--- src/sv/drpi_pkg.sv ---
package drpi_pkg;

    // Default build values.
    localparam int TIME_FRAC_BITS_DEF = 20;
    localparam int CORDIC_STEPS_DEF   = 16;
    localparam int QUEUE_DEPTH_DEF    = 4;

    // Request kinds carried in the input tuser field.
    localparam logic [1:0] REQ_GPS     = 2'd0;
    localparam logic [1:0] REQ_IMU     = 2'd1;
    localparam logic [1:0] REQ_ODO     = 2'd2;
    localparam logic [1:0] REQ_RESTART = 2'd3;

    // Result sources.
    localparam logic SRC_IMU = 1'b0;
    localparam logic SRC_ODO = 1'b1;

    // Configuration register indexes.
    localparam logic [1:0] CFG_START_X       = 2'd0;
    localparam logic [1:0] CFG_START_Y       = 2'd1;
    localparam logic [1:0] CFG_START_HEADING = 2'd2;

    // Configuration reset values.
    localparam logic [31:0] START_X_RST       = 32'd112441426;
    localparam logic [31:0] START_Y_RST       = 32'd66488238;
    localparam logic [15:0] START_HEADING_RST = 16'd26535;

    // CORDIC gain correction, 1/K in Q30.
    localparam logic [29:0] KINV_Q30 = 30'd652032874;

    // Arctangent table depth and index width.
    localparam int ATAN_DEPTH = 24;
    localparam int ATAN_IW    = $clog2(ATAN_DEPTH);

    // Arctangent of 2^-i in units of 2^-32 turn.
    function automatic logic [31:0] atan_turn(input logic [ATAN_IW-1:0] idx);
        logic [31:0] v;
        unique case (idx)
            5'd0:    v = 32'h20000000;
            5'd1:    v = 32'h12E4051E;
            5'd2:    v = 32'h09FB385B;
            5'd3:    v = 32'h051111D4;
            5'd4:    v = 32'h028B0D43;
            5'd5:    v = 32'h0145D7E1;
            5'd6:    v = 32'h00A2F61E;
            5'd7:    v = 32'h00517C55;
            5'd8:    v = 32'h0028BE53;
            5'd9:    v = 32'h00145F2F;
            5'd10:   v = 32'h000A2F98;
            5'd11:   v = 32'h000517CC;
            5'd12:   v = 32'h00028BE6;
            5'd13:   v = 32'h000145F3;
            5'd14:   v = 32'h0000A2FA;
            5'd15:   v = 32'h0000517D;
            5'd16:   v = 32'h000028BE;
            5'd17:   v = 32'h0000145F;
            5'd18:   v = 32'h00000A30;
            5'd19:   v = 32'h00000518;
            5'd20:   v = 32'h0000028C;
            5'd21:   v = 32'h00000146;
            5'd22:   v = 32'h000000A3;
            5'd23:   v = 32'h00000051;
            default: v = 32'h00000000;
        endcase
        return v;
    endfunction

    // One classified request as it waits in the queue.
    typedef struct packed {
        logic [1:0]  kind;
        logic [47:0] ts;
        logic [32:0] mx;
        logic        xneg;
        logic [32:0] my;
        logic        yneg;
        logic [31:0] rate;
    } item_t;

    // Start values from the configuration registers.
    typedef struct packed {
        logic [31:0] start_x;
        logic [31:0] start_y;
        logic [15:0] start_heading;
    } cfg_t;

    // Request to the shared multiplier.
    typedef struct packed {
        logic        start;
        logic [63:0] a;
        logic [63:0] b;
    } mul_req_t;

    // One result item.
    typedef struct packed {
        logic        source;
        logic [31:0] pos_x;
        logic [31:0] pos_y;
        logic [15:0] heading;
        logic        saturated;
    } res_t;

endpackage

--- src/sv/drpi_front.sv ---
module drpi_front
    import drpi_pkg::*;
(
    input  logic         s_tvalid,
    output logic         s_tready,
    input  logic [143:0] s_tdata,
    input  logic [1:0]   s_tuser,
    input  logic         q_full,
    output logic         q_push,
    output item_t        q_item
);

    logic [31:0] raw_x;
    logic [31:0] raw_y;

    // A request is taken whenever the queue has room.
    assign s_tready = !q_full;
    assign q_push   = s_tvalid && !q_full;

    assign raw_x = s_tdata[79:48];
    assign raw_y = s_tdata[111:80];

    // Split the body components into magnitude and sign.
    always_comb begin
        q_item.kind = s_tuser;
        q_item.ts   = s_tdata[47:0];
        q_item.rate = s_tdata[143:112];
        q_item.xneg = raw_x[31];
        q_item.yneg = raw_y[31];
        q_item.mx   = raw_x[31] ? (33'h1_0000_0000 - {1'b0, raw_x}) : {1'b0, raw_x};
        q_item.my   = raw_y[31] ? (33'h1_0000_0000 - {1'b0, raw_y}) : {1'b0, raw_y};
    end

endmodule

--- config.mk ---
export PLATFORM = sky130hd
export DESIGN_NAME = drpi_front
export DESIGN_NICKNAME = d
export VERILOG_FILES = /design/src/sv/drpi_pkg.sv /design/src/sv/drpi_front.sv
export SDC_FILE = /design/constraint.sdc
export NUM_CORES = 1
export LEC_CHECK = 0
export BUFFER_PORTS_ARGS = -buffer_cell sky130_fd_sc_hd__buf_2
export CAP_MARGIN = 20
export CORE_AREA = 2 2 116 118
export DETAILED_ROUTE_END_ITERATION = 8
export DIE_AREA = 0 0 118 120
export PLACE_DENSITY_LB_ADDON = 0.12
export SLEW_MARGIN = 20
export SYNTH_ARGS = -nofsm -noshare
export SYNTH_HDL_FRONTEND = slang
export SYNTH_SLANG_ARGS = --single-unit
--- constraint.sdc ---
create_clock -name vclk -period 2.6
set_input_delay 0.26 -clock vclk [all_inputs]
set_output_delay 0.26 -clock vclk [all_outputs]
set_load 0.02 [all_outputs]
==> impl_metrics.json <==
{
  "wl_mm": 6.50,
  "portBuffers": 134,
  "die_h_um": 120,
  "fp.dieW_um": 118,
  "synth_top_area_share_pct": 31.4,
  "status": "complete, no violations",
  "synth_cell_type_count": 33,
  "grt_usage_pct": 8.52,
  "post-route-period-util_pct": 96.9,
  "ys_seq_area_share_pct": 0,
  "yosysTopAreaCell": "buf_4",
  "gp_congestion": 0.731,
  "drc_errors": 0,
  "slowest_stage": "or4_4",
  "cp_max_fo": 10,
  "synthTopCellsByCount": "88 x buf_4, 58 x xnor2_1, 17 x nand2_1, 17 x o31ai_1, 14 x o21ai_0",
  "grt_pass1_wl_mm": 10.4,
  "dieArea_um2": 14200,
  "p_switching_uw": 309,
  "cp_num_buf_inv": 2,
  "grt_setup_unrepaired": "yes",
  "cp_slowest_stage_delay_ns": 0.55,
  "p_leak_uw": 0.000934,
  "wire_per_inst_um": 12.8,
  "n_sequential_cell": 0,
  "syn_to_final_growth_pct": 11.5,
  "path_cells": "buf_2 -> or4_4 -> or4_4 -> o41ai_1 -> xnor2_1 -> buf_2",
  "holdWs_ns": 0.520,
  "cap_violations": 0,
  "first_pass_iters": 4,
  "first_iter_violations": 80,
  "ant_nets": 0,
  "synth.most_common_cell": "buf_4",
  "ir_drop_mv": 0.0682,
  "synth_area_um2": 2110,
  "p_sw_share_pct": 61.3,
  "hpwl_mm": 5.65,
  "startpoint_type": "input pin",
  "antenna_found_initial": 0,
  "diodes": 0,
  "core_area_um2": 13000,
  "synth.area.top_cells": "buf_4 31%, xnor2_1 24%, o31ai_1 6.1%, o41ai_1 4.6%, o21ai_0 3.3%",
  "setup_viol": 0,
  "drv_slew": 0,
  "post-route-min-period_ns": 2.52,
  "sequentialPowerShare_pct": 0,
  "fp-row-count": 42,
  "multi_input_area_um2": 1350,
  "syn_avg_cell_area_um2": 7.42,
  "io_pins": 300,
  "netlist_instances": 284,
  "crit_required_ns": 2.34,
  "grt_max_degree": 34,
  "postCtsSetupBuffers": 0,
  "viasPerCell": 4.12,
  "cts_resized": 0,
  "power_density_nw_per_um2": 214,
  "vias": 2097,
  "hold_viol_final": 0,
  "critPathArrivalTime_ns": 2.26,
  "critical-path-top-delay-family": "simple AND/OR/NAND/NOR gates",
  "num-nets-final": 485,
  "p_int_uw": 195,
  "maxSlewHeadroom_pct": 57.8,
  "pwr-share-comb_pct": 100.0,
  "regArea_um2": 0,
  "end_kind": "output pin",
  "fmax_ghz": 0.397,
  "post_cts_hold_buffer_count": 0,
  "worst_pin_slew_ns": 0.633,
  "ys_warn_count": 0,
  "clkbuf_count": 0,
  "fill_cells": 1521,
  "initial_core_util_pct": 16.2,
  "overflow": 0,
  "hp-class": "input pin to output pin",
  "path_class": "input pin to output pin",
  "clockPowerShare_pct": 0,
  "layout-drive-gt1-share_pct": 48.0,
  "power_uw": 504,
  "grt_pass1_vias": 2102
}
metal layers:
metal | global-route usage (%) | part of all wire [%] | up-vias
li1 | - | - | 1012
met1 | 9.72 | 40 | 926
met2 | 15.1 | 48 | 133
met3 | 2.95 | 11 | 26
met4 | 2.26 | 2.1 | 0
met5 | 0 | 0 | -
path summary, 6_finish.rpt:
path | startpoint | end | slack, ns | depth (start not counted)
setup / recovery | s_tdata[93] | q_item[53] | 0.08 | 6
hold / removal | s_tdata[43] | q_item[143] | 0.52 | 0
power groups by stage:
stage	clock [uW]	sequential [uW]	combinational, uW
floorplan	0	0	485
CTS	0	0	510
detailed placement	0	0	508
global placement	0	0	515
finish	0	0	504
global route	0	0	547
logic make-up after synthesis:
group,share of synthesized area [%]
XOR/XNOR,24.1
other,0.178
adder cells (fa/ha/maj),1.19
AO/OA/AOI/OAI,19.7
buffers and inverters,36.0
AND/OR/NAND/NOR,18.9
cell type report:
cell class                 instances  share of cell area, %
timing repair buffer             145                   32.1
multi-input combinational        182                   57.6
inverter                           6                  0.959
tap                              176                   9.38
per-stage QoR:
stage	worst slack [ns]	TNS [ns]	instances	cell area, um2	utilization, %
6_report	0.0819	0	509	2350	18.1
3_5_place_dp	0.0699	0	509	2350	18.1
3_3_place_gp	0.0834	0	509	2350	18.1
5_1_grt	-0.00174	-0.00307	509	2350	18.1
2_1_floorplan	0.314	0	285	2110	-
4_1_cts	0.0591	0	509	2350	18.1
cells in the final DEF, fill, tap and decap left out, drive strengths merged, types with 2 or more instances in the layout:
master	n
nand4	6
o31ai	21
or3	7
ha	2
nand2b	3
nand3	4
nand2	17
nor4	7
inv	6
buf	145
or2	2
or4	5
o21ai	15
xnor2	58
nor3	5
nor2	8
o41ai	15
conb	2
Note: power is estimated with default switching activity, not from simulation.
