$ cat config.mk
export PLATFORM = sky130hd
export DESIGN_NAME = drpi_mul
export DESIGN_NICKNAME = d
export VERILOG_FILES = /design/src/sv/drpi_pkg.sv /design/src/sv/drpi_mul.sv
export SDC_FILE = /design/constraint.sdc
export NUM_CORES = 2
export LEC_CHECK = 0
export BUFFER_PORTS_ARGS = -buffer_cell sky130_fd_sc_hd__buf_4
export CAP_MARGIN = 5
export CORE_MARGIN = 5
export CORE_UTILIZATION = 30
export CTS_CLUSTER_SIZE = 28
export DETAILED_ROUTE_END_ITERATION = 8
export GPL_ROUTABILITY_DRIVEN = 0
export GPL_TIMING_DRIVEN = 0
export SYNTH_ARGS = -nofsm -noshare
export SYNTH_HDL_FRONTEND = slang
export SYNTH_SLANG_ARGS = --single-unit
$ cat constraint.sdc
create_clock -name aclk -period 10.55 [get_ports aclk]
set_input_delay 0 -clock aclk [delete_from_list [all_inputs] [get_ports aclk]]
set_output_delay 0 -clock aclk [all_outputs]
set_load 0.005 [all_outputs]
$ cat src/sv/drpi_pkg.sv
package drpi_pkg;

    // Default build values.
    localparam int TIME_FRAC_BITS_DEF = 20;
    localparam int CORDIC_STEPS_DEF   = 16;
    localparam int QUEUE_DEPTH_DEF    = 4;

    // Request kinds carried in the input tuser field.
    localparam logic [1:0] REQ_GPS     = 2'd0;
    localparam logic [1:0] REQ_IMU     = 2'd1;
    localparam logic [1:0] REQ_ODO     = 2'd2;
    localparam logic [1:0] REQ_RESTART = 2'd3;

    // Result sources.
    localparam logic SRC_IMU = 1'b0;
    localparam logic SRC_ODO = 1'b1;

    // Configuration register indexes.
    localparam logic [1:0] CFG_START_X       = 2'd0;
    localparam logic [1:0] CFG_START_Y       = 2'd1;
    localparam logic [1:0] CFG_START_HEADING = 2'd2;

    // Configuration reset values.
    localparam logic [31:0] START_X_RST       = 32'd112441426;
    localparam logic [31:0] START_Y_RST       = 32'd66488238;
    localparam logic [15:0] START_HEADING_RST = 16'd26535;

    // CORDIC gain correction, 1/K in Q30.
    localparam logic [29:0] KINV_Q30 = 30'd652032874;

    // Arctangent table depth and index width.
    localparam int ATAN_DEPTH = 24;
    localparam int ATAN_IW    = $clog2(ATAN_DEPTH);

    // Arctangent of 2^-i in units of 2^-32 turn.
    function automatic logic [31:0] atan_turn(input logic [ATAN_IW-1:0] idx);
        logic [31:0] v;
        unique case (idx)
            5'd0:    v = 32'h20000000;
            5'd1:    v = 32'h12E4051E;
            5'd2:    v = 32'h09FB385B;
            5'd3:    v = 32'h051111D4;
            5'd4:    v = 32'h028B0D43;
            5'd5:    v = 32'h0145D7E1;
            5'd6:    v = 32'h00A2F61E;
            5'd7:    v = 32'h00517C55;
            5'd8:    v = 32'h0028BE53;
            5'd9:    v = 32'h00145F2F;
            5'd10:   v = 32'h000A2F98;
            5'd11:   v = 32'h000517CC;
            5'd12:   v = 32'h00028BE6;
            5'd13:   v = 32'h000145F3;
            5'd14:   v = 32'h0000A2FA;
            5'd15:   v = 32'h0000517D;
            5'd16:   v = 32'h000028BE;
            5'd17:   v = 32'h0000145F;
            5'd18:   v = 32'h00000A30;
            5'd19:   v = 32'h00000518;
            5'd20:   v = 32'h0000028C;
            5'd21:   v = 32'h00000146;
            5'd22:   v = 32'h000000A3;
            5'd23:   v = 32'h00000051;
            default: v = 32'h00000000;
        endcase
        return v;
    endfunction

    // One classified request as it waits in the queue.
    typedef struct packed {
        logic [1:0]  kind;
        logic [47:0] ts;
        logic [32:0] mx;
        logic        xneg;
        logic [32:0] my;
        logic        yneg;
        logic [31:0] rate;
    } item_t;

    // Start values from the configuration registers.
    typedef struct packed {
        logic [31:0] start_x;
        logic [31:0] start_y;
        logic [15:0] start_heading;
    } cfg_t;

    // Request to the shared multiplier.
    typedef struct packed {
        logic        start;
        logic [63:0] a;
        logic [63:0] b;
    } mul_req_t;

    // One result item.
    typedef struct packed {
        logic        source;
        logic [31:0] pos_x;
        logic [31:0] pos_y;
        logic [15:0] heading;
        logic        saturated;
    } res_t;

endpackage

$ cat src/sv/drpi_mul.sv
module drpi_mul
    import drpi_pkg::*;
(
    input  logic         aclk,
    input  logic         aresetn,
    input  mul_req_t     req,
    output logic         done,
    output logic [127:0] prod
);

    logic          busy_reg;
    logic          busy_next;
    logic [2:0]    cnt_reg;
    logic [2:0]    cnt_next;
    logic          done_reg;
    logic          done_next;
    logic [63:0]   a_reg;
    logic [63:0]   a_next;
    logic [63:0]   b_reg;
    logic [63:0]   b_next;
    logic [63:0]   pp_reg;
    logic [63:0]   pp_next;
    logic [1:0]    sh_reg;
    logic [1:0]    sh_next;
    logic [127:0]  acc_reg;
    logic [127:0]  acc_next;
    logic [31:0]   a_half;
    logic [31:0]   b_half;
    logic [127:0]  pp_shifted;

    assign done = done_reg;
    assign prod = acc_reg;

    // Halves chosen for the partial product of this cycle.
    assign a_half     = cnt_reg[1] ? a_reg[63:32] : a_reg[31:0];
    assign b_half     = cnt_reg[0] ? b_reg[63:32] : b_reg[31:0];
    assign pp_shifted = {64'd0, pp_reg} << {sh_reg, 5'd0};

    // Four 32 by 32 partial products, each added in the cycle after it is formed.
    always_comb begin
        busy_next = busy_reg;
        cnt_next  = cnt_reg;
        done_next = 1'b0;
        a_next    = a_reg;
        b_next    = b_reg;
        pp_next   = pp_reg;
        sh_next   = sh_reg;
        acc_next  = acc_reg;
        if (req.start) begin
            busy_next = 1'b1;
            cnt_next  = '0;
            a_next    = req.a;
            b_next    = req.b;
            acc_next  = '0;
        end else if (busy_reg) begin
            if (cnt_reg != 3'd0) begin
                acc_next = acc_reg + pp_shifted;
            end
            if (cnt_reg == 3'd4) begin
                busy_next = 1'b0;
                done_next = 1'b1;
            end else begin
                pp_next  = a_half * b_half;
                sh_next  = {1'b0, cnt_reg[1]} + {1'b0, cnt_reg[0]};
                cnt_next = cnt_reg + 1'b1;
            end
        end
    end

    always_ff @(posedge aclk) begin
        if (!aresetn) begin
            busy_reg <= 1'b0;
            cnt_reg  <= '0;
            done_reg <= 1'b0;
        end else begin
            busy_reg <= busy_next;
            cnt_reg  <= cnt_next;
            done_reg <= done_next;
        end
    end

    always_ff @(posedge aclk) begin
        a_reg   <= a_next;
        b_reg   <= b_next;
        pp_reg  <= pp_next;
        sh_reg  <= sh_next;
        acc_reg <= acc_next;
    end

endmodule

==> impl_table.tex <==
\begin{tabular}{lr}
\hline
Metric & Value \\
\hline
\multicolumn{2}{l}{\textbf{Status}} \\
\quad Result of the run & finished, final reports clean \\
\multicolumn{2}{l}{\textbf{GRT}} \\
\quad Grt total ovfl & 0 \\
\quad Via count of the first global-routing pass & 47976 \\
\quad Total global routing track utilization & 22.9\% \\
\quad Initial antenna violation count & 3 \\
\quad Wire length of the first global-routing pass & 316 mm \\
\quad Largest net degree at the start of global routing & 107 \\
\multicolumn{2}{l}{\textbf{Yosys}} \\
\quad Post-Synthesis Cell Area & 53300 um2 \\
\quad Synth async-reset ratio & 0\% \\
\quad Largest family of logic cells by synthesized area & adder cells \\
\quad Share of the synthesized area in the top cell type & 33.7\% \\
\quad Xor and xnor fraction of the mapped netlist area & 2.65\% \\
\quad Dominant cell type by area after synthesis & sky130\_fd\_sc\_hd\_\_fa\_1 \\
\quad Leading post-synthesis cells by cell area & sky130\_fd\_sc\_hd\_\_fa\_1, sky130\_fd\_sc\_hd\_\_edfxtp\_1, sky130\_fd\_sc\_hd\_\_ha\_1 \\
\quad Mux cell area share after synthesis & 3.27\% \\
\quad YS warnings & 0 \\
\quad Area fraction in compound gates after synthesis & 10.9\% \\
\quad Synthesized-area fraction occupied by adder cells & 42.9\% \\
\quad Synthesized-area fraction occupied by and/or/nand/nor cells & 15.3\% \\
\quad Most used flip-flop cell after synthesis & sky130\_fd\_sc\_hd\_\_edfxtp\_1 \\
\quad Seq/Total Area, Yosys & 15.9\% \\
\quad Synthesized netlist cell count & 6059 \\
\quad Total of flip-flops plus latches after synthesis & 327 \\
\quad Synthesized Nets & 7479 \\
\quad Netlist cell types & 94 \\
\quad Number of enable flip-flop cells after synthesis & 194 \\
\quad Post-synthesis area per instance & 8.79 um2 \\
\multicolumn{2}{l}{\textbf{Worst setup path}} \\
\quad Count of cells along the worst register-to-register path & 29 \\
\quad Type of destination of the critical path & flop \\
\quad Max stage delay cell, worst path & sky130\_fd\_sc\_hd\_\_clkbuf\_1 \\
\quad Required time of the worst setup path & 10.94 ns \\
\quad Setup slack of the worst register-to-register path & 0.31 ns \\
\quad Highest cell delay on the worst timing path & 0.73 ns \\
\quad Critical path launch point type & flop \\
\quad End of the worst register-to-register path & pp\_reg[59] \\
\quad Peak fanout along the critical path & 10 \\
\quad Cell occurring most often along the worst timing path & sky130\_fd\_sc\_hd\_\_fa\_1 \\
\quad Classification of the worst setup path & reg2reg \\
\quad Arrival time reported for the critical path endpoint & 10.63 ns \\
\quad Startpoint of the worst-slack reg-to-reg timing path & cnt\_reg[0] \\
\multicolumn{2}{l}{\textbf{Finish}} \\
\quad Share of cells above drive strength 1 & 9.37\% \\
\quad Commonest non-fill, non-tap cell in the layout & sky130\_fd\_sc\_hd\_\_inv\_1 \\
\quad Non-filler cells, final & 8864 \\
\quad Area Growth Syn to Fin & 15.4\% \\
\quad Most frequent cells in the layout & sky130\_fd\_sc\_hd\_\_inv\_1, sky130\_fd\_sc\_hd\_\_fa\_1, sky130\_fd\_sc\_hd\_\_nand2\_1, sky130\_fd\_sc\_hd\_\_nor2\_1, sky130\_fd\_sc\_hd\_\_ha\_1 \\
\quad Cell area after layout & 61500 um2 \\
\quad Max reg flops & 128 \\
\quad Post-layout nets & 7914 \\
\multicolumn{2}{l}{\textbf{Floorplan}} \\
\quad Die area & 186000 um2 \\
\quad \# rows & 154 \\
\quad Initial Util & 30.2\% \\
\quad Die X-Extent & 431 um \\
\quad Placeable core region & 176000 um2 \\
\quad Vertical extent of the die & 431 um \\
\quad Top-level I/O count & 260 \\
\multicolumn{2}{l}{\textbf{Clock tree}} \\
\quad Sink count of the clock tree & 327 \\
\quad Maximum number of buffers from clock root to sink & 3 \\
\quad Clk pin slew, worst setup/hold paths & 0.06 ns \\
\quad \# H-tree levels & 2 \\
\quad CTS tree & yes \\
\quad Clock buffers created by TritonCTS & 38 \\
\quad Clock latency reported for the late side of the worst-skew pair & 0.64 ns \\
\quad Clock root cell & sky130\_fd\_sc\_hd\_\_clkbuf\_16 \\
\multicolumn{2}{l}{\textbf{Run}} \\
\quad Count of maximum capacitance violations & 0 \\
\multicolumn{2}{l}{\textbf{Timing}} \\
\quad Final setup fails & 0 \\
\quad Post-layout minimum cycle time & 10.24 ns \\
\quad Final clock period utilization by the worst path & 97.0\% \\
\quad Tightest slew margin relative to the limit & 10.5\% \\
\quad Fmax & 97.7 MHz \\
\quad Worst-Margin Slew & 1.31 ns \\
\quad Post-route worst setup slack & 0.312 ns \\
\quad Hold violation count in the final report & 0 \\
\quad Final slew viol count & 0 \\
\quad Final worst clock skew & 0.0198 ns \\
\multicolumn{2}{l}{\textbf{Routing}} \\
\quad DRT Pass-1 Iters & 8 \\
\quad Remaining number of nets flagged by the antenna check after routing & 0 \\
\quad DRC violations left & 0 \\
\quad DR vias & 46749 \\
\quad Violation count after the first detailed-routing iteration & 4848 \\
\quad Wirelength per Cell & 24.6 um \\
\quad Final routed wirelength across all metal layers & 218 mm \\
\quad Post-detailed-route via-to-cell ratio & 5.27 \\
\multicolumn{2}{l}{\textbf{Hold path}} \\
\quad Hold path start & req[91] \\
\quad Type of the most critical hold path & in2reg \\
\quad Worst Hold Path EP & a\_reg[27] \\
\quad Worst hold path depth & 2 \\
\multicolumn{2}{l}{\textbf{Placed design}} \\
\quad IO buf count & 259 \\
\quad Number of placed instances with taps included & 8679 \\
\quad Post-Place Cell Area & 58500 um2 \\
\quad Worst setup slack after placement & -1.40 ns \\
\quad Half-perimeter wire length after placement & 182 mm \\
\hline
\end{tabular}
## worst max-delay path: cells and delay by family, from the launching register on
kind / cells / cell delay, ns
AOI/OAI and AO/OA: 8 / 2.23
adders and majority gates: 9 / 4.48
buffers and inverters: 8 / 1.89
DFF: 1 / 0.34
muxes: 2 / 0.81
and+or+nand+nor: 2 / 0.23
## synth_stat cells (all sizes together), types with 52 or more instances
library cell and count:
o21ai 210, nand2 811, a21o 85, ha 392
nor2 770, mux2 65, fa 897, a21oi 338
dfxtp 133, inv 941, o21bai 52, xor2 65
clkbuf 265, mux2i 101, nand4 82, edfxtp 194
xnor2 96
## final cells by class
type                            instances  area [um2]
Tap cell                             2340        2930
Clock buffer                           49        1010
Fill cell                           17950      115000
Inverter                              941        3530
Sequential cell                       327        8490
Buffer                                296        1350
Multi-Input combinational cell       4475       40300
Timing Repair Buffer                  415        3550
Clock inverter                         20         277
Antenna cell                            1        2.50
## metal layers
| layer | vias up | GRT usage (%) | part of all wire [%] |
|---|---|---|---|
| met2 | 3055 | 34.4 | 41 |
| met3 | 766 | 9.57 | 14 |
| met5 | - | 0.205 | 0.022 |
| met1 | 22645 | 28.1 | 37 |
| li1 | 20279 | - | - |
| met4 | 4 | 12.1 | 7.3 |
## worst max-delay path by stage
stage	cells after the start	slack (ns)	start	endpoint
after CTS	29	0.0002	cnt_reg[1]	pp_reg[59]
after global routing	29	-0.01	cnt_reg[0]	pp_reg[62]
final	29	0.31	cnt_reg[0]	pp_reg[59]
after detailed placement	32	-1.40	cnt_reg[0]	pp_reg[59]
after floorplan	31	1.64	cnt_reg[0]	pp_reg[61]
after global placement	30	-1.38	cnt_reg[1]	pp_reg[59]
## logic make-up (layout without fill, tap and decap cells)
logic type / Yosys count / in the layout
xor gates and xnor gates: 161 / 161
DFF: 327 / 327
and+or+nand+nor: 1937 / 1937
adders and majority gates: 1289 / 1289
muxes: 166 / 166
buffers and inverters: 1257 / 1721
other: 0 / 1
AOI/OAI and AO/OA: 922 / 922
## what timing repair did
action / in CTS / in global routing
hold buffers: 130 / 0
setup endpoints to repair: 31 / 14
endpoints found under the hold margin: 155 / 0
resized for setup: 112 / 88
setup buffers: 0 / 5
## through the flow
| stage | setup TNS, ns | hold WS (ns) | util, % |
|---|---|---|---|
| global placement | -29.23 | 0.178 | 33.0 |
| global route | -0.0107 | 0.0764 | 34.9 |
| floorplan | 0 | 0.0989 | - |
| finish | 0 | 0.0749 | 34.9 |
| detailed placement | -17.27 | 0.179 | 33.2 |
| CTS | 0 | 0.0518 | 34.8 |
Power is left out: the tool's default activity adds up to more than one toggle a clock period on the data nets, which glitch-free logic cannot reach.
