### src/sv/drpi_pkg.sv
package drpi_pkg;

    // Default build values.
    localparam int TIME_FRAC_BITS_DEF = 20;
    localparam int CORDIC_STEPS_DEF   = 16;
    localparam int QUEUE_DEPTH_DEF    = 4;

    // Request kinds carried in the input tuser field.
    localparam logic [1:0] REQ_GPS     = 2'd0;
    localparam logic [1:0] REQ_IMU     = 2'd1;
    localparam logic [1:0] REQ_ODO     = 2'd2;
    localparam logic [1:0] REQ_RESTART = 2'd3;

    // Result sources.
    localparam logic SRC_IMU = 1'b0;
    localparam logic SRC_ODO = 1'b1;

    // Configuration register indexes.
    localparam logic [1:0] CFG_START_X       = 2'd0;
    localparam logic [1:0] CFG_START_Y       = 2'd1;
    localparam logic [1:0] CFG_START_HEADING = 2'd2;

    // Configuration reset values.
    localparam logic [31:0] START_X_RST       = 32'd112441426;
    localparam logic [31:0] START_Y_RST       = 32'd66488238;
    localparam logic [15:0] START_HEADING_RST = 16'd26535;

    // CORDIC gain correction, 1/K in Q30.
    localparam logic [29:0] KINV_Q30 = 30'd652032874;

    // Arctangent table depth and index width.
    localparam int ATAN_DEPTH = 24;
    localparam int ATAN_IW    = $clog2(ATAN_DEPTH);

    // Arctangent of 2^-i in units of 2^-32 turn.
    function automatic logic [31:0] atan_turn(input logic [ATAN_IW-1:0] idx);
        logic [31:0] v;
        unique case (idx)
            5'd0:    v = 32'h20000000;
            5'd1:    v = 32'h12E4051E;
            5'd2:    v = 32'h09FB385B;
            5'd3:    v = 32'h051111D4;
            5'd4:    v = 32'h028B0D43;
            5'd5:    v = 32'h0145D7E1;
            5'd6:    v = 32'h00A2F61E;
            5'd7:    v = 32'h00517C55;
            5'd8:    v = 32'h0028BE53;
            5'd9:    v = 32'h00145F2F;
            5'd10:   v = 32'h000A2F98;
            5'd11:   v = 32'h000517CC;
            5'd12:   v = 32'h00028BE6;
            5'd13:   v = 32'h000145F3;
            5'd14:   v = 32'h0000A2FA;
            5'd15:   v = 32'h0000517D;
            5'd16:   v = 32'h000028BE;
            5'd17:   v = 32'h0000145F;
            5'd18:   v = 32'h00000A30;
            5'd19:   v = 32'h00000518;
            5'd20:   v = 32'h0000028C;
            5'd21:   v = 32'h00000146;
            5'd22:   v = 32'h000000A3;
            5'd23:   v = 32'h00000051;
            default: v = 32'h00000000;
        endcase
        return v;
    endfunction

    // One classified request as it waits in the queue.
    typedef struct packed {
        logic [1:0]  kind;
        logic [47:0] ts;
        logic [32:0] mx;
        logic        xneg;
        logic [32:0] my;
        logic        yneg;
        logic [31:0] rate;
    } item_t;

    // Start values from the configuration registers.
    typedef struct packed {
        logic [31:0] start_x;
        logic [31:0] start_y;
        logic [15:0] start_heading;
    } cfg_t;

    // Request to the shared multiplier.
    typedef struct packed {
        logic        start;
        logic [63:0] a;
        logic [63:0] b;
    } mul_req_t;

    // One result item.
    typedef struct packed {
        logic        source;
        logic [31:0] pos_x;
        logic [31:0] pos_y;
        logic [15:0] heading;
        logic        saturated;
    } res_t;

endpackage

### src/sv/drpi_fifo.sv
module drpi_fifo
    import drpi_pkg::*;
#(
    parameter int DEPTH = QUEUE_DEPTH_DEF
)
(
    input  logic  aclk,
    input  logic  aresetn,
    input  logic  push,
    input  item_t push_item,
    input  logic  pop,
    output item_t head_item,
    output logic  full,
    output logic  empty
);

    localparam int PW = (DEPTH > 1) ? $clog2(DEPTH) : 1;
    localparam int CW = $clog2(DEPTH + 1);

    item_t         mem_reg [DEPTH];
    logic [PW-1:0] wr_ptr_reg;
    logic [PW-1:0] wr_ptr_next;
    logic [PW-1:0] rd_ptr_reg;
    logic [PW-1:0] rd_ptr_next;
    logic [CW-1:0] count_reg;
    logic [CW-1:0] count_next;

    assign full      = (count_reg == CW'(DEPTH));
    assign empty     = (count_reg == '0);
    assign head_item = mem_reg[rd_ptr_reg];

    // Pointer and fill count update.
    always_comb begin
        wr_ptr_next = wr_ptr_reg;
        rd_ptr_next = rd_ptr_reg;
        count_next  = count_reg;
        if (push) begin
            wr_ptr_next = (wr_ptr_reg == PW'(DEPTH - 1)) ? '0 : wr_ptr_reg + 1'b1;
        end
        if (pop) begin
            rd_ptr_next = (rd_ptr_reg == PW'(DEPTH - 1)) ? '0 : rd_ptr_reg + 1'b1;
        end
        if (push && !pop) begin
            count_next = count_reg + 1'b1;
        end else if (pop && !push) begin
            count_next = count_reg - 1'b1;
        end
    end

    always_ff @(posedge aclk) begin
        if (!aresetn) begin
            wr_ptr_reg <= '0;
            rd_ptr_reg <= '0;
            count_reg  <= '0;
        end else begin
            wr_ptr_reg <= wr_ptr_next;
            rd_ptr_reg <= rd_ptr_next;
            count_reg  <= count_next;
        end
    end

    // Entry storage needs no reset.
    always_ff @(posedge aclk) begin
        if (push) begin
            mem_reg[wr_ptr_reg] <= push_item;
        end
    end

endmodule

### config.mk
export PLATFORM = sky130hd
export DESIGN_NAME = drpi_fifo
export DESIGN_NICKNAME = d
export VERILOG_FILES = /design/src/sv/drpi_pkg.sv /design/src/sv/drpi_fifo.sv
export SDC_FILE = /design/constraint.sdc
export NUM_CORES = 1
export LEC_CHECK = 0
export BUFFER_PORTS_ARGS = -buffer_cell sky130_fd_sc_hd__buf_2
export CAP_MARGIN = 20
export CELL_PAD_IN_SITES_DETAIL_PLACEMENT = 1
export CELL_PAD_IN_SITES_GLOBAL_PLACEMENT = 2
export CORE_UTILIZATION = 45
export CTS_CLUSTER_DIAMETER = 60
export DETAILED_ROUTE_END_ITERATION = 6
export PLACE_DENSITY = 0.87
export SLEW_MARGIN = 30
export SYNTH_ARGS = -nofsm -noshare
export SYNTH_HDL_FRONTEND = slang
export SYNTH_SLANG_ARGS = --single-unit
### constraint.sdc
create_clock -name aclk -period 5.3 [get_ports aclk]
set_clock_uncertainty 0.05 [all_clocks]
set_input_delay 0.795 -clock aclk [delete_from_list [all_inputs] [get_ports aclk]]
set_output_delay 0.795 -clock aclk [all_outputs]
set_load 0.005 [all_outputs]
==> results.md, run 1 <==
- Final worst path period share: 67.3%
- Reg power frac: 53.3%
- Synth Register Bits: 609
- Max Freq: 0.280 GHz
- Max Cap Viol: 0
- Overall power: 10500 µW
- Worst EP required: 4450 ps
- Slew at the pin closest to its max-slew limit: 891 ps
- Area growth, synth to finish: 19.1%
- Starting Density: 46.0%
- Share of the synthesized area in the top cell type: 81.6%
- Share of layout cells above drive strength 1: 45.6%
- YS warnings: 0
- Hold path start: push_item[12]
- CP cell instances: buf_4, mux4_2, buf_2
- Final nets: 1337
- Die Area: 50000 µm²
- Total congestion overflow: 0
- Startpoint Class: flop
- Hold Path Class: primary input to flop
- Vias per std cell: 5.38
- Synth area leaders: edfxtp_1, mux4_2, dfxtp_1
- VDD IR max: 328 µV
- Dpl hpwl: 27.8 mm
- Clk root buf: clkbuf_16
- Fin crit period: 3570 ps
- Fraction of registers with async set/reset: 0%
- Post-synth EDFFs: 600
- First-pass GRT wire length: 67.7 mm
- Placeable Area: 48000 µm²
- Vias in the first global route: 10900
- Hold-fix buffers, CTS: 0
- Outcome: completed
- Mapped Avg Cell Area: 26.7 µm²
- H-tree depth: 2
- CP max FO: 36
- Most frequent cell after synthesis: edfxtp_1
- Post-synth top cells: edfxtp_1, mux4_2, buf_2
- Top FF cell, synth: edfxtp_1
- Post-CTS setup buffers: 0
- RSZ-0062 raised after global routing: false
- Sw frac: 21.2%
- Sequential-to-total area share from yosys stat: 82.4%
- Clock sink count: 609
- Crit end category: output pin
- Mapped cell area: 22100 µm²
- Largest net degree at the start of global routing: 84
- Initial antenna violation count: 8
- Row cnt: 80
- Fin. Hold Viols: 0
- DR pass1 iterations: 6
- Comb power frac: 7.7%
- Delay-heaviest family, CP: flip-flops
- Cells after Synth: 828
- Residual DRC: 0
- Max Slew Vio Count: 0
- Worst-case clock buffer depth: 3
- Critical path buffers and inverters: 2
- Post-synth cell types: 21
- Die H: 224 µm
- Number of CTS-inserted buffers: 61
- NetSw: 2230 µW
- Arr. time, crit path: 2720 ps
- Routed Antenna Nets: 0
- Int Power: 8280 µW
- Worst skew pair latency: 610 ps
- Die width: 224 µm
- Final TNS setup: 0 ps
- Drt wl/cell: 24.6 µm
- Gr usage total: 18.3%
- Worst r2r src: wr_ptr_reg[0]$_SDFFE_PN0P_
- IO Count: 306
- Clock power share: 39.0%
- Max reg flops: 600
- I/O Buffers: 305
- RePlAce Congestion: 0.715
- Cell taking the most area after synthesis: edfxtp_1
- Via count: 9941
- Max incr delay on CP: 890 ps
- CTS tree: yes
- Slew margin rel.: 40.6%
- First DRT Iteration DRCs: 592
- Crit-path slowest cell: dfxtp_4
- P per Cell Area: 400 nW/µm²
- Leak Pwr: 0.00879 µW
- # setup viols final: 0
- CP Class: flop to output pin
- Total Wirelength: 45.5 mm
- Post-cts sizing count: 0
- Synthesized Nets: 989
- Clock transition at path regs: 60 ps
## cells in the final DEF, fill, tap and decap left out, types with 2 or more instances in the layout
cell	n
clkinv_2	10
clkbuf_16	63
bufinv_16	3
and2_4	4
nor3_1	2
clkbuf_1	13
mux4_2	150
edfxtp_1	600
clkinv_1	17
inv_6	3
mux2i_1	4
ha_1	6
nor2b_1	5
buf_4	7
buf_12	7
inv_1	4
diode_2	6
dfxtp_4	2
buf_2	305
dfxtp_1	7
clkbuf_8	4
## per-layer routing
metal | global-route usage [%] | wire length [µm] | vias to the layer above | part of all wire, %
li1 | - | - | 4310 | -
met1 | 23.4 | 18100 | 5257 | 40
met2 | 30.5 | 23100 | 274 | 51
met3 | 4.94 | 3150 | 90 | 6.9
met4 | 6.16 | 1100 | 10 | 2.4
met5 | 0 | 65 | - | 0.14
## cells by family after synthesis
group	after synthesis	synth area share (%)
mux	154	15.5
buf+inv	38	1.12
compound gates	3	0.0907
fa+ha+maj	7	0.431
xor+xnor	2	0.0793
simple gates	15	0.408
flops	609	82.4
## area by class of cell
type | count | area (µm²)
fill | 4156 | 21700
sequential | 609 | 18200
multi-input combinational | 181 | 3650
timing repair buffer | 319 | 1720
clock buffer | 80 | 1680
tap | 615 | 769
clock inverter | 34 | 241
inverter | 4 | 15.0
antenna | 6 | 15.0
## path summary, 6_finish.rpt
| check | end | slack, ps | cells past startpoint |
|---|---|---|---|
| worst min-delay path | mem_reg[3][12]$_DFFE_PP_ | 340 | 1 |
| worst max register to register | mem_reg[2][96]$_DFFE_PP_ | 2970 | 4 |
| worst min register to register | flop | 480 | 2 |
| worst max-delay path | head_item[130] | 1730 | 3 |
## through the flow
| step | instance area, µm² | instances | worst slack (ps) | util (%) | hold WS [ps] |
|---|---|---|---|---|---|
| after CTS | 26300 | 1842 | 1570 | 54.7 | 301 |
| after floorplan | 22100 | 828 | 505 | - | 422 |
| final | 26300 | 1848 | 1730 | 54.7 | 336 |
| after detailed placement | 24400 | 1728 | 2260 | 50.7 | 483 |
| after global routing | 26300 | 1843 | 1490 | 54.7 | 312 |
| after global placement | 24400 | 1728 | 2240 | 50.7 | 451 |
## power groups by stage
stage                     clock [µW]  sequential, µW  combinational [µW]
after floorplan                    0            5680                 447
after global placement             0            5680                 797
after detailed placement           0            5710                 822
after CTS                       4200            5610                 829
after global routing            4350            5620                 869
final                           4100            5600                 806
Note: power is estimated with default switching activity, not from simulation.
==> run 2: changes to the inputs <==
Settings changed: ABC_AREA set to 1, CORE_UTILIZATION 45 to 41, PLACE_DENSITY 0.87 to 0.88.
Clock period 5.3 ns to 3.3 ns, I/O delays scaled along.
==> run 2 against run 1 <==
  * Flip-flop and latch count unchanged
  * Global-route usage up 1.6 points
  * Wire length up 23%
  * Critical endpoint is now head_item[36]
==> results.md, run 2 <==
- Gr usage total: 19.9%
- Slew margin rel.: 29.6%
- Post-route cell area: 27100 µm²
- IO Count: 306
- Cells after Synth: 1509
- Worst reg2reg path depth: 4
- Worst-case clock buffer depth: 3
- Sequential-to-total area share from yosys stat: 80.4%
- Cell Area, Placed: 24900 µm²
- Initial antenna violation count: 15
- Synth area leaders: edfxtp_1, nor2_1, o22ai_1
- Number of CTS-inserted buffers: 66
- Arr. time, crit path: 2730 ps
- Leak Pwr: 0.00939 µW
- Top FF cell, synth: edfxtp_1
- Max Cap Viol: 0
- Adder-cell share of the synthesized area: 0.420%
- Routed Antenna Nets: 0
- Max Slew Vio Count: 0
- DR pass1 iterations: 4
- Clk root buf: clkbuf_16
- Residual DRC: 0
- Total Wirelength: 55.9 mm
- I/O Buffers: 305
- Startpoint Class: flop
- Die width: 237 µm
- H-tree depth: 3
- Final worst path period share: 99.2%
- Post-synth EDFFs: 600
- Post-CTS setup buffers: 0
- Cell taking the most area after synthesis: edfxtp_1
- Worst r2r src: wr_ptr_reg[0]$_SDFFE_PN0P_
- Area growth, synth to finish: 19.6%
- Multiplexer share of the synthesized area: 0%
- Post-synth top cells: edfxtp_1, nor2_1, o21ai_0
- Fraction of registers with async set/reset: 0%
- Total congestion overflow: 0
- Worst skew pair latency: 600 ps
- Post-Synth XOR/XNOR Area: 0.0387%
- CP Class: flop to output pin
- Worst EP required: 2750 ps
- VDD IR max: 478 µV
- CP max FO: 172
- Clock transition at path regs: 60 ps
- # setup viols final: 0
- Slew at the pin closest to its max-slew limit: 1060 ps
- Post-cts sizing count: 0
- Final TNS setup: 0 ps
- First DRT Iteration DRCs: 771
- Share of the synthesized area in the top cell type: 79.6%
- Row cnt: 85
- Critical path destination: head_item[36]
- Post-synth cell types: 21
- Most frequent cells in the layout: edfxtp_1, nor2_1, buf_2
- Max Freq: 0.306 GHz
- Largest net degree at the start of global routing: 173
- Final nets: 1967
- P per Cell Area: 663 nW/µm²
- Largest family of logic cells by synthesized area: compound AO/OA/AOI/OAI gates
- Synth Area in Compound Gates: 10.9%
- Vias in the first global route: 14900
- R2R Setup Slk: 1150 ps
- Starting Density: 41.7%
- RSZ-0062 raised after global routing: false
- Hold-fix buffers, CTS: 0
- First-pass GRT wire length: 85.0 mm
- FF-to-FF End: mem_reg[3][98]$_DFFE_PP_
- Die H: 237 µm
- Mapped cell area: 22600 µm²
- Clock sink count: 609
- Fin crit period: 3270 ps
- Die Area: 56200 µm²
- YS warnings: 0
- Synth Register Bits: 609
- Max reg flops: 600
- Crit end category: output pin
- Most frequent cell after synthesis: edfxtp_1
- Outcome: completed
- Placeable Area: 54200 µm²
- Hold Path Class: primary input to flop
- Dpl hpwl: 31.7 mm
- Overall power: 18000 µW
- Post-Synth Simple-Gate Area: 5.38%
- Leading cell type in the layout, fill and taps excluded: edfxtp_1
- Mapped Avg Cell Area: 15.0 µm²
- Vias per std cell: 5.41
- Hold WS: 60.0 ps
- Synthesized Nets: 1670
- CTS tree: yes
- Via count: 13900
- Share of layout cells above drive strength 1: 23.6%
- RePlAce Congestion: 0.747
- Drt wl/cell: 21.8 µm
- Fin. Hold Viols: 0
run 2: layout make-up:
cell class | instances | area [µm²]
clock buffers | 79 | 1810
clock inverters | 40 | 388
inverters | 16 | 85.1
multi-input cells | 786 | 3800
diodes | 11 | 27.5
repair buffers | 327 | 1900
fillers | 5398 | 27200
well taps | 696 | 871
flip-flops and latches | 609 | 18200
run 2: layer usage:
metal  vias up  GRT usage (%)  part of all wire [%]
li1       6342              -                     -
met1      7073           23.8                    41
met2       350           34.4                    51
met3        92           4.98                   6.0
met4        12           8.15                   2.5
met5         -              0                  0.14
run 2: worst max-delay path, cell delays in order (launching register included):
cell     delay (ps)
dfxtp_4         510
buf_12          410
o21ai_0         290
o22ai_1         320
buf_2           180
run 2: how the worst min path moves through the flow:
stage,to,slack (ps),from,cells past startpoint
final,mem_reg[0][40]$_DFFE_PP_,60,push_item[40],1
after CTS,mem_reg[2][120]$_DFFE_PP_,10,push_item[120],1
after floorplan,wr_ptr_reg[1]$_SDFFE_PN0P_,410,wr_ptr_reg[1]$_SDFFE_PN0P_,2
after detailed placement,wr_ptr_reg[1]$_SDFFE_PN0P_,440,wr_ptr_reg[1]$_SDFFE_PN0P_,2
after global placement,wr_ptr_reg[1]$_SDFFE_PN0P_,430,wr_ptr_reg[1]$_SDFFE_PN0P_,2
after global routing,mem_reg[2][112]$_DFFE_PP_,30,push_item[112],1
run 2: where the power goes:
| group | leakage, µW | total [µW] | switching, µW | internal [µW] |
|---|---|---|---|---|
| registers | 0.00559 | 8940 | 95.1 | 8850 |
| clock network | 0.00108 | 7440 | 2980 | 4460 |
| logic | 0.00272 | 1570 | 1030 | 544 |
| total | 0.00939 | 18000 | 4100 | 13900 |
run 2: cells by family after synthesis:
kind of cell    after synthesis
xor+xnor                      1
buf+inv                     114
simple gates                322
compound gates              456
flops                       609
fa+ha+maj                     7
run 2: metrics by stage:
stage / setup slack [ps] / std cells / utilization [%]
after floorplan: -15.7 / 1509 / -
after global placement: 905 / 2434 / 45.8
after detailed placement: 848 / 2434 / 45.8
after CTS: 167 / 2553 / 49.9
after global routing: 25.2 / 2561 / 49.9
final: 27.3 / 2564 / 49.9
==> run 3: changes to the inputs <==
Clock period 3.3 ns to 3.1 ns, I/O delays scaled along.
==> run 3 against run 2 <==
  * Flip-flop and latch count unchanged
  * Register-to-register slack worse by 50 ps
  * Global-route usage up 1.6 points
  * Clock power decreased by 3.5%
==> results.md, run 3 (synthesis results as in run 2) <==
- Outcome: completed
- Critical path destination: head_item[39]
- CP Class: flop to output pin
- Dpl hpwl: 34.6 mm
- Clk root buf: clkbuf_16
- First DRT Iteration DRCs: 809
- Starting Density: 41.7%
- Largest net degree at the start of global routing: 93
- Fin crit period: 3000 ps
- Post-route cell area: 28400 µm²
- Arr. time, crit path: 2490 ps
- VDD IR max: 477 µV
- Hold Path Class: primary input to flop
- Crit-path slowest cell: dfxtp_4
- Max Freq: 0.333 GHz
- Crit end category: output pin
- Fin. Hold Viols: 0
- FF-to-FF End: mem_reg[3][67]$_DFFE_PP_
- Overall power: 18600 µW
- Drt wl/cell: 22.5 µm
- Row cnt: 85
- First-pass GRT wire length: 92.6 mm
- Initial antenna violation count: 8
- Most frequent cells in the layout: edfxtp_1, nor2_1, buf_2
- Worst-case clock buffer depth: 3
- Max Slew Vio Count: 0
- Clock transition at path regs: 60 ps
- Die H: 237 µm
- I/O Buffers: 305
- IO Count: 306
- Vias in the first global route: 16300
- Total congestion overflow: 0
- # setup viols final: 0
- P per Cell Area: 655 nW/µm²
- Fillers: 5347
- RePlAce Congestion: 0.745
- Most used cell along the critical path: buf_16
- Max Cap Viol: 0
- Die Area: 56200 µm²
- Worst r2r src: wr_ptr_reg[0]$_SDFFE_PN0P_
- Placeable Area: 54200 µm²
- Worst EP required: 2580 ps
- Residual DRC: 0
- Met2 wire length: 32.2 mm
- Slew margin rel.: 40.1%
- CP max FO: 72
- Hold WS: 36.8 ps
- Total Wirelength: 60.9 mm
- Area growth, synth to finish: 25.5%
- CTS tree: yes
- Startpoint Class: flop
- R2R Setup Slk: 1100 ps
- Vias per std cell: 5.41
- RSZ-0062 raised after global routing: false
- Share of layout cells above drive strength 1: 22.9%
- CP cell instances: buf_16, buf_16, o21ai_0, o22ai_1, buf_2
- Via count: 14600
- Delay-heaviest family, CP: buffers and inverters
- Routed Antenna Nets: 0
- H-tree depth: 2
- Wl on met1: 23.6 mm
- Final nets: 2116
- Final worst path period share: 96.8%
- Worst skew pair latency: 600 ps
- Top layer reached by signal wires: met5
- Leak Pwr: 0.00997 µW
- Placed instance count: 2461
- Leading cell type in the layout, fill and taps excluded: edfxtp_1
- Final std cells w/o fill: 2706
- DR pass1 iterations: 5
- Number of CTS-inserted buffers: 61
- Slew at the pin closest to its max-slew limit: 898 ps
- Critical path buffers and inverters: 3
- Worst reg2reg path depth: 5
- Max incr delay on CP: 530 ps
- Cell Area, Placed: 25100 µm²
- CP Depth: 5
- Gr usage total: 21.6%
- Routed wl met3: 3.48 mm
- Die width: 237 µm
- Clock sink count: 609
- Max reg flops: 600
## run 3: cell type report
type                       instances  area [µm²]  area share, %
tap                              696         871           3.06
sequential                       609       18200           64.1
clock buffer                      79        1660           5.83
clock inverter                    33         282          0.990
inverter                          16        90.1          0.317
timing repair buffer             481        3500           12.3
antenna                            6        15.0         0.0528
multi-input combinational        786        3810           13.4
## run 3: how the worst min path moves through the flow
| stage | start | cells past startpoint | slack (ps) | end |
|---|---|---|---|---|
| 6_report | push_item[64] | 1 | 40 | mem_reg[2][64]$_DFFE_PP_ |
| 5_1_grt | push_item[58] | 1 | 10 | mem_reg[2][58]$_DFFE_PP_ |
| 4_1_cts | push_item[46] | 1 | 0.3 | mem_reg[2][46]$_DFFE_PP_ |
| 3_5_place_dp | wr_ptr_reg[1]$_SDFFE_PN0P_ | 2 | 440 | wr_ptr_reg[1]$_SDFFE_PN0P_ |
| 3_3_place_gp | wr_ptr_reg[1]$_SDFFE_PN0P_ | 2 | 420 | wr_ptr_reg[1]$_SDFFE_PN0P_ |
| 2_1_floorplan | wr_ptr_reg[1]$_SDFFE_PN0P_ | 2 | 410 | wr_ptr_reg[1]$_SDFFE_PN0P_ |
## run 3: timing repair
item                                    4_1_cts  5_1_grt
hold endpoints to repair                    478        0
endpoints found under the setup margin        1        7
resized for setup                             1        2
setup buffers                                 1        0
hold buffers                                124        0
cloned                                        1        0
## run 3: routing by layer
| metal | vias to the layer above | GRT usage (%) |
|---|---|---|
| met5 | - | 0 |
| met2 | 414 | 39.3 |
| li1 | 6626 | - |
| met3 | 112 | 4.72 |
| met1 | 7471 | 24.7 |
| met4 | 6 | 7.91 |
## run 3: worst register-to-register path: cells and delay by family, from the launching register on
family	cells	cell delay (ps)
buffers and inverters	3	1020
and+or+nand+nor	1	100
DFF	1	350
adders and majority gates	1	230
## run 3: power by group
| group | switching (µW) | internal (µW) | total, µW |
|---|---|---|---|
| Clock | 3020 | 4160 | 7180 |
| Sequential | 101 | 9420 | 9520 |
| Combinational | 1180 | 727 | 1910 |
| Total | 4300 | 14300 | 18600 |
## run 3: through the flow
step           TNS [ps]  utilization, %  worst slack [ps]
2_1_floorplan   -107620               -              -181
3_3_place_gp          0            46.3               698
3_5_place_dp          0            46.3               555
4_1_cts               0            52.3              39.4
5_1_grt               0            52.4              4.41
6_report              0            52.4              98.0
